==> config.mk <==
export PLATFORM = sky130hd
export DESIGN_NAME = fraction_normalizer_unit_flat
export DESIGN_NICKNAME = d
export VERILOG_FILES = /design/src/design/fn_pkg.sv /design/src/design/fn_in_if.sv /design/src/design/fn_out_if.sv /design/src/design/fn_divider.sv /design/src/design/fraction_normalizer_unit.sv /design/src/flat_wrapper.sv
export SDC_FILE = /design/constraint.sdc
export NUM_CORES = 1
export LEC_CHECK = 0
export ABC_AREA = 1
export BUFFER_PORTS_ARGS = -buffer_cell sky130_fd_sc_hd__buf_2
export CAP_MARGIN = 10
export CORE_MARGIN = 2
export CORE_UTILIZATION = 45
export DETAILED_ROUTE_END_ITERATION = 12
export GPL_ROUTABILITY_DRIVEN = 0
export PLACE_DENSITY = 0.7
export SYNTH_ARGS = -nofsm -noshare
export SYNTH_HDL_FRONTEND = slang
export SYNTH_HIERARCHICAL = 1
export SYNTH_SLANG_ARGS = --single-unit
==> constraint.sdc <==
create_clock -name clk -period 11 [get_ports clk]
set_input_delay 2.2 -clock clk [delete_from_list [all_inputs] [get_ports clk]]
set_output_delay 2.2 -clock clk [all_outputs]
set_load 0.005 [all_outputs]
==> src/design/fn_pkg.sv <==
package fn_pkg;

	// word widths
	localparam int VALUE_BITS = 32;
	localparam int MAG_BITS   = VALUE_BITS - 1;
	localparam int CNT_BITS   = $clog2(MAG_BITS);

	typedef logic signed [VALUE_BITS-1:0] value_t;
	typedef logic [MAG_BITS-1:0]          mag_t;
	typedef logic [CNT_BITS-1:0]          cnt_t;

	// sequencer states
	typedef enum logic [2:0] {
		ST_IDLE,
		ST_EUCLID,
		ST_MOD_WAIT,
		ST_DIVT_GO,
		ST_DIVT_WAIT,
		ST_DIVB_GO,
		ST_DIVB_WAIT,
		ST_FINISH
	} state_t;

	// divider request and response
	typedef struct packed {
		logic start;
		mag_t dividend;
		mag_t divisor;
	} div_req_t;

	typedef struct packed {
		logic done;
		mag_t quotient;
		mag_t remainder;
	} div_rsp_t;

endpackage

==> src/design/fn_in_if.sv <==
interface fn_in_if;
	import fn_pkg::*;

	logic   valid;
	logic   ready;
	value_t top_value;
	value_t bottom_value;

	modport source (output valid, output top_value, output bottom_value, input ready);
	modport sink (input valid, input top_value, input bottom_value, output ready);

endinterface

==> src/design/fn_out_if.sv <==
interface fn_out_if;
	import fn_pkg::*;

	logic   valid;
	logic   ready;
	value_t reduced_top;
	mag_t   reduced_bottom;
	logic   zero_bottom_flag;

	modport source (output valid, output reduced_top, output reduced_bottom,
		output zero_bottom_flag, input ready);
	modport sink (input valid, input reduced_top, input reduced_bottom,
		input zero_bottom_flag, output ready);

endinterface

==> src/design/fn_divider.sv <==
module fn_divider (
	input  logic             clk,
	input  logic             arst_n,
	input  fn_pkg::div_req_t req,
	output fn_pkg::div_rsp_t rsp
);
	import fn_pkg::*;

	localparam cnt_t LAST = CNT_BITS'(MAG_BITS - 1);

	logic busy_q;
	logic done_q;
	cnt_t cnt_q;
	mag_t rem_q;
	mag_t quo_q;
	mag_t divisor_q;

	logic [MAG_BITS:0]   trial;
	logic [MAG_BITS+1:0] diff;
	logic                ge;
	mag_t                rem_next;
	mag_t                quo_next;

	// one restoring step: bring in next dividend bit, try subtract
	always_comb begin
		trial    = {rem_q, quo_q[MAG_BITS-1]};
		diff     = {1'b0, trial} - {2'b00, divisor_q};
		ge       = !diff[MAG_BITS+1];
		rem_next = ge ? diff[MAG_BITS-1:0] : trial[MAG_BITS-1:0];
		quo_next = {quo_q[MAG_BITS-2:0], ge};
	end

	// step counter and done pulse
	always_ff @(posedge clk or negedge arst_n) begin
		if (!arst_n) begin
			busy_q <= 1'b0;
			done_q <= 1'b0;
			cnt_q  <= '0;
		end else begin
			done_q <= 1'b0;
			if (req.start) begin
				busy_q <= 1'b1;
				cnt_q  <= '0;
			end else if (busy_q) begin
				cnt_q <= cnt_q + 1'b1;
				if (cnt_q == LAST) begin
					busy_q <= 1'b0;
					done_q <= 1'b1;
				end
			end
		end
	end

	// partial remainder and quotient shift register
	always_ff @(posedge clk) begin
		if (req.start) begin
			rem_q     <= '0;
			quo_q     <= req.dividend;
			divisor_q <= req.divisor;
		end else if (busy_q) begin
			rem_q <= rem_next;
			quo_q <= quo_next;
		end
	end

	assign rsp.done      = done_q;
	assign rsp.quotient  = quo_q;
	assign rsp.remainder = rem_q;

endmodule

==> src/design/fraction_normalizer_unit.sv <==
// Reduces a signed fraction top_value/bottom_value to lowest terms with a
// non-negative denominator; the sign goes on reduced_top. A zero numerator
// gives 0/1, a zero denominator gives +1/0 or -1/0 with zero_bottom_flag set,
// and an input of -2^31 is taken as -2^31+1. All arithmetic runs on one shared
// restoring divider that retires one quotient bit per cycle. An item needs
// k modulo passes for Euclid's GCD (k grows with the number of Euclid steps,
// at most about 45 for 31-bit magnitudes) plus two passes for the final
// divisions, and a zero numerator bypasses the divider.
// The input is not ready while an item is in work; a finished word waits in
// the output register, so the next word is taken as soon as the result is
// registered.
module fraction_normalizer_unit (
	input  logic      clk,
	input  logic      arst_n,
	fn_in_if.sink     req,
	fn_out_if.source  rsp
);
	import fn_pkg::*;

	state_t state_q;
	state_t state_d;

	mag_t a_q;
	mag_t b_q;
	mag_t mt_q;
	mag_t mb_q;
	mag_t rt_q;
	mag_t rb_q;
	logic neg_q;
	logic zflag_q;
	logic a_gt_b_q;

	logic   out_valid_q;
	value_t out_top_q;
	mag_t   out_bottom_q;
	logic   out_flag_q;

	div_req_t div_req;
	div_rsp_t div_rsp;

	logic   accept;
	logic   load_out;
	logic   ab_zero;
	logic   a_gt_b;
	mag_t   gcd;
	value_t top_neg;
	value_t bot_neg;
	mag_t   mag_top;
	mag_t   mag_bot;
	value_t signed_top;

	fn_divider u_div (
		.clk    (clk),
		.arst_n (arst_n),
		.req    (div_req),
		.rsp    (div_rsp)
	);

	// input magnitudes, most negative value saturates
	always_comb begin
		top_neg = -req.top_value;
		bot_neg = -req.bottom_value;
		if (!req.top_value[VALUE_BITS-1]) begin
			mag_top = req.top_value[MAG_BITS-1:0];
		end else if (top_neg[VALUE_BITS-1]) begin
			mag_top = '1;
		end else begin
			mag_top = top_neg[MAG_BITS-1:0];
		end
		if (!req.bottom_value[VALUE_BITS-1]) begin
			mag_bot = req.bottom_value[MAG_BITS-1:0];
		end else if (bot_neg[VALUE_BITS-1]) begin
			mag_bot = '1;
		end else begin
			mag_bot = bot_neg[MAG_BITS-1:0];
		end
	end

	// euclid status, gcd is the surviving operand
	always_comb begin
		ab_zero = (a_q == '0) || (b_q == '0);
		a_gt_b  = a_q > b_q;
		gcd     = a_q | b_q;
	end

	assign accept   = req.valid && req.ready;
	assign load_out = (state_q == ST_FINISH) && (!out_valid_q || rsp.ready);

	// next state
	always_comb begin
		state_d = state_q;
		case (state_q)
			ST_IDLE: begin
				if (req.valid) begin
					state_d = (mag_top == '0) ? ST_FINISH : ST_EUCLID;
				end
			end
			ST_EUCLID: begin
				state_d = ab_zero ? ST_DIVT_GO : ST_MOD_WAIT;
			end
			ST_MOD_WAIT: begin
				if (div_rsp.done) begin
					state_d = ST_EUCLID;
				end
			end
			ST_DIVT_GO: begin
				state_d = ST_DIVT_WAIT;
			end
			ST_DIVT_WAIT: begin
				if (div_rsp.done) begin
					state_d = ST_DIVB_GO;
				end
			end
			ST_DIVB_GO: begin
				state_d = ST_DIVB_WAIT;
			end
			ST_DIVB_WAIT: begin
				if (div_rsp.done) begin
					state_d = ST_FINISH;
				end
			end
			ST_FINISH: begin
				if (load_out) begin
					state_d = ST_IDLE;
				end
			end
			default: begin
				state_d = ST_IDLE;
			end
		endcase
	end

	// sequencer outputs: input ready and divider requests
	always_comb begin
		req.ready            = 1'b0;
		div_req.start        = 1'b0;
		div_req.dividend     = mt_q;
		div_req.divisor      = gcd;
		case (state_q)
			ST_IDLE: begin
				req.ready = 1'b1;
			end
			ST_EUCLID: begin
				div_req.start    = !ab_zero;
				div_req.dividend = a_gt_b ? a_q : b_q;
				div_req.divisor  = a_gt_b ? b_q : a_q;
			end
			ST_DIVT_GO: begin
				div_req.start    = 1'b1;
				div_req.dividend = mt_q;
			end
			ST_DIVB_GO: begin
				div_req.start    = 1'b1;
				div_req.dividend = mb_q;
			end
			default: begin
				div_req.start = 1'b0;
			end
		endcase
	end

	always_ff @(posedge clk or negedge arst_n) begin
		if (!arst_n) begin
			state_q <= ST_IDLE;
		end else begin
			state_q <= state_d;
		end
	end

	// working registers
	always_ff @(posedge clk) begin
		if (accept) begin
			a_q     <= mag_top;
			b_q     <= mag_bot;
			mt_q    <= mag_top;
			mb_q    <= mag_bot;
			zflag_q <= (mag_bot == '0);
			neg_q   <= (mag_bot == '0) ? req.top_value[VALUE_BITS-1]
				: (req.top_value[VALUE_BITS-1] ^ req.bottom_value[VALUE_BITS-1]);
			rt_q    <= '0;
			rb_q    <= MAG_BITS'(1);
		end
		if (state_q == ST_EUCLID) begin
			a_gt_b_q <= a_gt_b;
		end
		if (state_q == ST_MOD_WAIT && div_rsp.done) begin
			if (a_gt_b_q) begin
				a_q <= div_rsp.remainder;
			end else begin
				b_q <= div_rsp.remainder;
			end
		end
		if (state_q == ST_DIVT_WAIT && div_rsp.done) begin
			rt_q <= div_rsp.quotient;
		end
		if (state_q == ST_DIVB_WAIT && div_rsp.done) begin
			rb_q <= div_rsp.quotient;
		end
	end

	// sign goes on the numerator
	assign signed_top = neg_q ? -{1'b0, rt_q} : {1'b0, rt_q};

	// output word register
	always_ff @(posedge clk or negedge arst_n) begin
		if (!arst_n) begin
			out_valid_q <= 1'b0;
		end else if (load_out) begin
			out_valid_q <= 1'b1;
		end else if (rsp.ready) begin
			out_valid_q <= 1'b0;
		end
	end

	always_ff @(posedge clk) begin
		if (load_out) begin
			out_top_q    <= signed_top;
			out_bottom_q <= rb_q;
			out_flag_q   <= zflag_q;
		end
	end

	assign rsp.valid            = out_valid_q;
	assign rsp.reduced_top      = out_top_q;
	assign rsp.reduced_bottom   = out_bottom_q;
	assign rsp.zero_bottom_flag = out_flag_q;

endmodule

==> src/flat_wrapper.sv <==
// flat-port wrapper written by rule: the top's interface ports become plain ports
module fraction_normalizer_unit_flat import fn_pkg::*;
  (clk, arst_n, req_valid, req_top_value, req_bottom_value, req_ready, rsp_valid, rsp_reduced_top, rsp_reduced_bottom, rsp_zero_bottom_flag, rsp_ready);
  fn_in_if req_i ();
  fn_out_if rsp_i ();
  input  logic clk;
  input  logic arst_n;
  input wire logic [$bits(req_i.valid)-1:0] req_valid;
  input wire logic [$bits(req_i.top_value)-1:0] req_top_value;
  input wire logic [$bits(req_i.bottom_value)-1:0] req_bottom_value;
  output wire logic [$bits(req_i.ready)-1:0] req_ready;
  output wire logic [$bits(rsp_i.valid)-1:0] rsp_valid;
  output wire logic [$bits(rsp_i.reduced_top)-1:0] rsp_reduced_top;
  output wire logic [$bits(rsp_i.reduced_bottom)-1:0] rsp_reduced_bottom;
  output wire logic [$bits(rsp_i.zero_bottom_flag)-1:0] rsp_zero_bottom_flag;
  input wire logic [$bits(rsp_i.ready)-1:0] rsp_ready;
  assign req_i.valid = req_valid;
  assign req_i.top_value = req_top_value;
  assign req_i.bottom_value = req_bottom_value;
  assign req_ready = req_i.ready;
  assign rsp_valid = rsp_i.valid;
  assign rsp_reduced_top = rsp_i.reduced_top;
  assign rsp_reduced_bottom = rsp_i.reduced_bottom;
  assign rsp_zero_bottom_flag = rsp_i.zero_bottom_flag;
  assign rsp_i.ready = rsp_ready;
  fraction_normalizer_unit u_core (.clk(clk), .arst_n(arst_n), .req(req_i), .rsp(rsp_i));
endmodule
# ---- Word level (Yosys, flattened, before mapping)
# Index checks and enable logic that the tools add are counted.
dict set report classes {
  muxes 43
  n_eq_ne 13
  reduce_logical 21
  bitwise 2
  n_lt_le_gt_ge 1
  addsub 5
}
# op count
set ops {}
lappend ops {{two-way mux 31 bit} 21}
lappend ops {{logical NOT 31 bit} 4}
lappend ops {{negator 32 bit} 2}
lappend ops {{one-hot mux 31 bit (2 select lines)} 1}
lappend ops {{subtractor 32 x 31 -> 33 bit} 1}
lappend ops {{negator 31 -> 32 bit} 1}
lappend ops {{greater-than comparator 31 bit} 1}
lappend ops {{bitwise OR 31 bit} 1}
lappend ops {{one-hot mux 3 bit (8 select lines)} 1}
lappend ops {{two-way mux 3 bit} 6}
lappend ops {{equality test 3 bit, second input constant} 4}
lappend ops {{two-way mux 1 bit} 11}
lappend ops {{two-way mux 5 bit} 2}
lappend ops {{!= test 2 bit, second input constant} 4}
lappend ops {{nonzero test 2 bit} 4}
lappend ops {{equality test 3 x 2 -> 1 bit, second input constant} 2}
lappend ops {{adder 5 x 1 -> 5 bit, second input constant} 1}
lappend ops {{equality test 5 bit, second input constant} 1}
lappend ops {{logical AND 1 bit} 5}
lappend ops {{AND reduction 5 bit} 1}
lappend ops {{equality test 3 x 1 -> 1 bit, second input constant} 1}
lappend ops {{logical NOT 1 bit} 3}
lappend ops {{logical NOT 3 bit} 1}
lappend ops {{logical OR 1 bit} 2}
lappend ops {{4 further kinds} 4}
dict set report totals {
  output_inout_bits 66
  word_cells 106
  reg_bits 357
  inputBits 68
}

# ---- Depth between registers and ports, before layout
dict set report depth {
  depth_word 7
  ltp_mapped 18
}

# ---- Cells and area by module
# Netlist, hierarchy kept.
# mod area_per_inst_um2 instances cells_each
set modules_own_cells {}
lappend modules_own_cells {fraction_normalizer_unit 15393.5 1 1943}
lappend modules_own_cells {fn_divider 6627.6 1 966}

# ---- Least setup slack after synthesis
# No wires, ideal clock.
dict set report synth_timing {
  kind {input -> register}
  start {input rsp_ready}
  end {register u_core.out_bottom_q[0] (netlist: u_core/rsp.reduced_bottom[0]), enable pin}
  stages 2
  setup_ps 487
  arrival_time_ps 4918
  setup_slack_ps 5595
  t_required_ps 10513
  cell_sequence {nor2_1 > nor2_1}
}
dict set report synth_between {
  elab_chain_len 2
}
# element line_no
set synth_lines {}
lappend synth_lines {{start, declared} flat_wrapper.sv:16} ;# input wire logic [$bits(rsp_i.ready)-1:0] rsp_ready;
lappend synth_lines {{logical OR 1 bit} fraction_normalizer_unit.sv:87} ;# assign load_out = (state_q == ST_FINISH) && (!out_valid_q || rsp.ready);
lappend synth_lines {{logical AND 1 bit} fraction_normalizer_unit.sv:87}
lappend synth_lines {{named net u_core.load_out} fraction_normalizer_unit.sv:42} ;# logic load_out;
lappend synth_lines {{end signal, assigned} fraction_normalizer_unit.sv:218} ;# out_bottom_q <= rb_q;
lappend synth_lines {{end, declared} fraction_normalizer_unit.sv:35} ;# mag_t out_bottom_q;
# The timed path passes the listed nets, and every way through them passes these cells.
# A chain may end at the register's enable or synchronous reset.

# ---- Final worst setup path
dict set report layout_timing {
  start {register u_core.state_q[2]}
  end {output req_ready}
}
dict set report layout_between {
  elab_chain_len 2
}
# element line_no
set layout_lines {}
lappend layout_lines {{start, declared} fraction_normalizer_unit.sv:20} ;# state_t state_q;
lappend layout_lines {{start signal, assigned} fraction_normalizer_unit.sv:166} ;# state_q <= state_d;
lappend layout_lines {{logical NOT 3 bit} fraction_normalizer_unit.sv:139} ;# case (state_q)
lappend layout_lines {{two-way mux 1 bit} fraction_normalizer_unit.sv:139}
lappend layout_lines {{end, declared} flat_wrapper.sv:11} ;# output wire logic [$bits(req_i.ready)-1:0] req_ready;
# Every way passes these cells.

==> flow_metrics.env <==
export IMPL_antenna_found_initial=3
export IMPL_yosys_warnings=6
export IMPL_slowest_stage="nor2_1"
export IMPL_min_path_type="reg -> reg"
export IMPL_fill_cells=4747
export IMPL_synth_net_count=3076
export IMPL_cts_buffers_inserted=37
export IMPL_layout_drive_gt1_share_pct=9.56
export IMPL_globalRouteOverflowTotal=0
export IMPL_synth_top_family_by_area="simple AND/OR/NAND/NOR gates"
export IMPL_synth_compound_area_share_pct=6.50
export IMPL_synthArstFlopShare_pct=3.08
export IMPL_regArea_um2=9730
export IMPL_multiInputGateArea_um2=10100
export IMPL_post_cts_buffers=0
export IMPL_num_vias=19000
export IMPL_synth_top_area_share_pct=34.5
export IMPL_reg2reg_depth=16
export IMPL_die_h_um=225
export IMPL_cts_tree="done"
export IMPL_port_buffers=133
export IMPL_required_ns=8.80
export IMPL_drtIter0Drc=1954
export IMPL_clkLatencyLatePin_ns=0.55
export IMPL_slew_headroom_pct=19.7
export IMPL_fin_nets=3160
export IMPL_tns_ns=0
export IMPL_grt_max_degree=95
export IMPL_hold_slack_ns=0.412
export IMPL_via_per_inst=5.22
export IMPL_combPwrFrac_pct=4.1
export IMPL_crit_fanout=6
export IMPL_fmax_ghz=0.231
export IMPL_p_leak_uw=0.0118
export IMPL_fp_row_count=81
export IMPL_ant_nets=0
export IMPL_drv_slew=0
export IMPL_grt_pass1_vias=17300
export IMPL_drc=0
export IMPL_first_pass_iters=5
export IMPL_power_density_nw_per_um2=115
export IMPL_swShare_pct=21.3
export IMPL_yosysUniqueCellTypes=53
export IMPL_synth_area_per_cell_um2=7.57
export IMPL_synth_ff_type="edfxtp_1"
export IMPL_clk_path_buf_depth=3
export IMPL_crit_top_cell="nor2_1"
export IMPL_pwr_share_clk_pct=44.7
export IMPL_slowest_delay_ns=0.58
export IMPL_dieArea_um2=50700
export IMPL_io_pins=134
export IMPL_arrival_ns=2.14
export IMPL_synthMuxAreaShare_pct=0
export IMPL_yosys_area_share_simple_pct=31.6
export IMPL_finalHoldViolations=0
export IMPL_initial_core_util_pct=45.3
export IMPL_routedWlPerCell_um=16.2
export IMPL_synth_seq_cells=357
export IMPL_p_switching_uw=595
export IMPL_hpwl_mm=44.7
export IMPL_worstHoldPathCells=0
export IMPL_die_x_um=225
export IMPL_htree_levels=2
export IMPL_core_area_um2=48600
export IMPL_outcome="finished, final reports clean"
export IMPL_worstSetupStartpointType="flop"
export IMPL_tightest_slew_ns=1.20
export IMPL_cp_num_buf_inv=2
export IMPL_grt_pass1_wl_mm=92.4
export IMPL_cts_root_buf="clkbuf_16"
export IMPL_ctsHoldBuffers=0
export IMPL_layout_commonest_cell="nand2_1"
export IMPL_min_period_over_period_pct=39.4
export IMPL_mappedNetlistArea_um2=22000
export IMPL_layout_common_cells="792 x nand2_1, 434 x inv_1, 337 x nor2_1, 325 x nand3_1, 253 x edfxtp_1"
export IMPL_numClockSinks=357
export IMPL_ir_drop_mv=0.105
export IMPL_synthTopCellsByArea="edfxtp_1 35%, nand2_1 14%, dfxtp_1 8.5%, inv_1 7.4%, nand3_1 7.4%"
export IMPL_maxCapViolations=0
export IMPL_clk_pin_slew_ns=0.06
export IMPL_setup_viol=0
export IMPL_synth_edf_count=253
export IMPL_crit_cells=4
export IMPL_pwr_share_seq_pct=51.2
export IMPL_yosys_area_top_type="edfxtp_1"
export IMPL_syn2layout_area_growth_pct=10.3
export IMPL_ys_seq_area_share_pct=44.2
export IMPL_synth_xor_area_share_pct=1.99
export IMPL_cp_cell_sequence="nor2_1 -> inv_1 -> nor2_1 -> buf_2"
export IMPL_cpLargestDelayFamily="simple AND/OR/NAND/NOR gates"
export IMPL_grt_total_usage_pct=23.0
export IMPL_end_kind="output pin"
export IMPL_routed_wl_mm=58.9
export IMPL_synth_fa_ha_area_share_pct=5.66
export IMPL_cts_resized=0
export IMPL_rsz0062_at_grt="no"
export IMPL_postSynthCellCount=2909
export IMPL_finClkSkew_ns=0.0295
export IMPL_fin_crit_ns=4.34
export IMPL_p_int_uw=2190
export IMPL_critPathKind="reg -> out"
export IMPL_num_antenna_cells=0
kinds of logic after synthesis:
kind of cell / count (synthesis)
compound gates: 255
xor+xnor: 50
simple gates: 1602
fa+ha+maj: 99
buf+inv: 546
flops: 357
state kept, by name, indices dropped and copies added (netlist names), 3 cells and up:
signal	count
u_core/a_q	31
u_core/b_q	31
u_core/mb_q	31
u_core/mt_q	31
u_core/rb_q	31
u_core/rsp.reduced_bottom	31
u_core/rsp.reduced_top	32
u_core/rt_q	31
u_core/state_q	3
u_core/u_div/cnt_q	5
u_core/u_div/divisor_q	31
u_core/u_div/quo_q	31
u_core/u_div/rem_q	31
Yosys cell counts, types with 11 or more instances:
cell and n:
xor2_1 26, nand3b_1 27, ha_1 98, edfxtp_1 253
nor2_2 22, buf_2 26, dfrtp_1 11, buf_6 13
nor2_1 341, nor3_1 13, nand3_1 325, nand4_1 20
clkbuf_1 57, a21oi_1 56, dfxtp_1 93, o22ai_1 21
nand2_1 794, xnor2_1 24, o21ai_0 80, nor4_1 13
a31oi_1 38, o21ai_1 41, inv_1 434
per-layer routing:
layer | track usage (%) | vias up | part of all wire [%]
li1 | - | 9555 | -
met1 | 32.8 | 8733 | 45
met2 | 36.0 | 637 | 45
met3 | 3.64 | 107 | 7.6
met4 | 7.16 | 6 | 2.9
met5 | 0 | - | 0.063
per-stage QoR:
step / instances / worst slack, ns / utilization (%) / total power, uW / cell area, um2
6_report: 3644 / 6.66 / 49.9 / 2790 / 24300
5_1_grt: 3644 / 6.45 / 49.9 / 2870 / 24300
4_1_cts: 3644 / 6.67 / 49.9 / 2810 / 24300
3_5_place_dp: 3576 / 6.27 / 47.4 / 1570 / 23100
3_3_place_gp: 3576 / 6.34 / 47.4 / 1570 / 23100
2_1_floorplan: 2909 / 5.59 / - / 1530 / 22000
path summary, 6_finish.rpt:
kind / from / endpoint / slack [ns]
setup reg to reg: u_core/a_q[2] / u_core/u_div/quo_q[5] / 6.86
hold reg to reg: u_core/rb_q[14] / u_core/rsp.reduced_bottom[14] / 0.41
hold / removal: u_core/rb_q[14] / u_core/rsp.reduced_bottom[14] / 0.41
min in group asynchronous: arst_n / u_core/state_q[2] / 1.56
setup / recovery: u_core/state_q[2] / req_ready / 6.66
max in group asynchronous: arst_n / u_core/u_div/cnt_q[4] / 9.18
worst register-to-register path, stage by stage (launching register included):
cell     delay [ns]
dfxtp_1        0.55
inv_1          0.14
ha_1           0.32
or2_2          0.29
o21ai_1        0.20
nand2_1        0.10
nand3_1        0.13
nand2_1        0.10
nand2_1        0.10
nand2_1        0.09
nand2_4        0.55
nand2_4        0.62
nand2_1        0.19
nand3_1        0.12
nand3_1        0.28
nand2_1        0.14
nand2_1        0.11
power groups by stage:
stage / Sequential [uW] / Combinational [uW] / Clock [uW]
after floorplan: 1460 / 69.7 / 0
after global placement: 1460 / 112 / 0
after detailed placement: 1460 / 113 / 0
after CTS: 1430 / 113 / 1270
after global routing: 1430 / 128 / 1320
final: 1430 / 115 / 1240
area by class of cell:
class	instances	area share, %
multi-input combinational	2006	41.6
sequential	357	40.1
inverter	441	6.83
clock buffer	55	4.26
timing repair buffer	150	3.27
tap	622	3.21
clock inverter	13	0.706
Power figures use the tool's default switching activity.
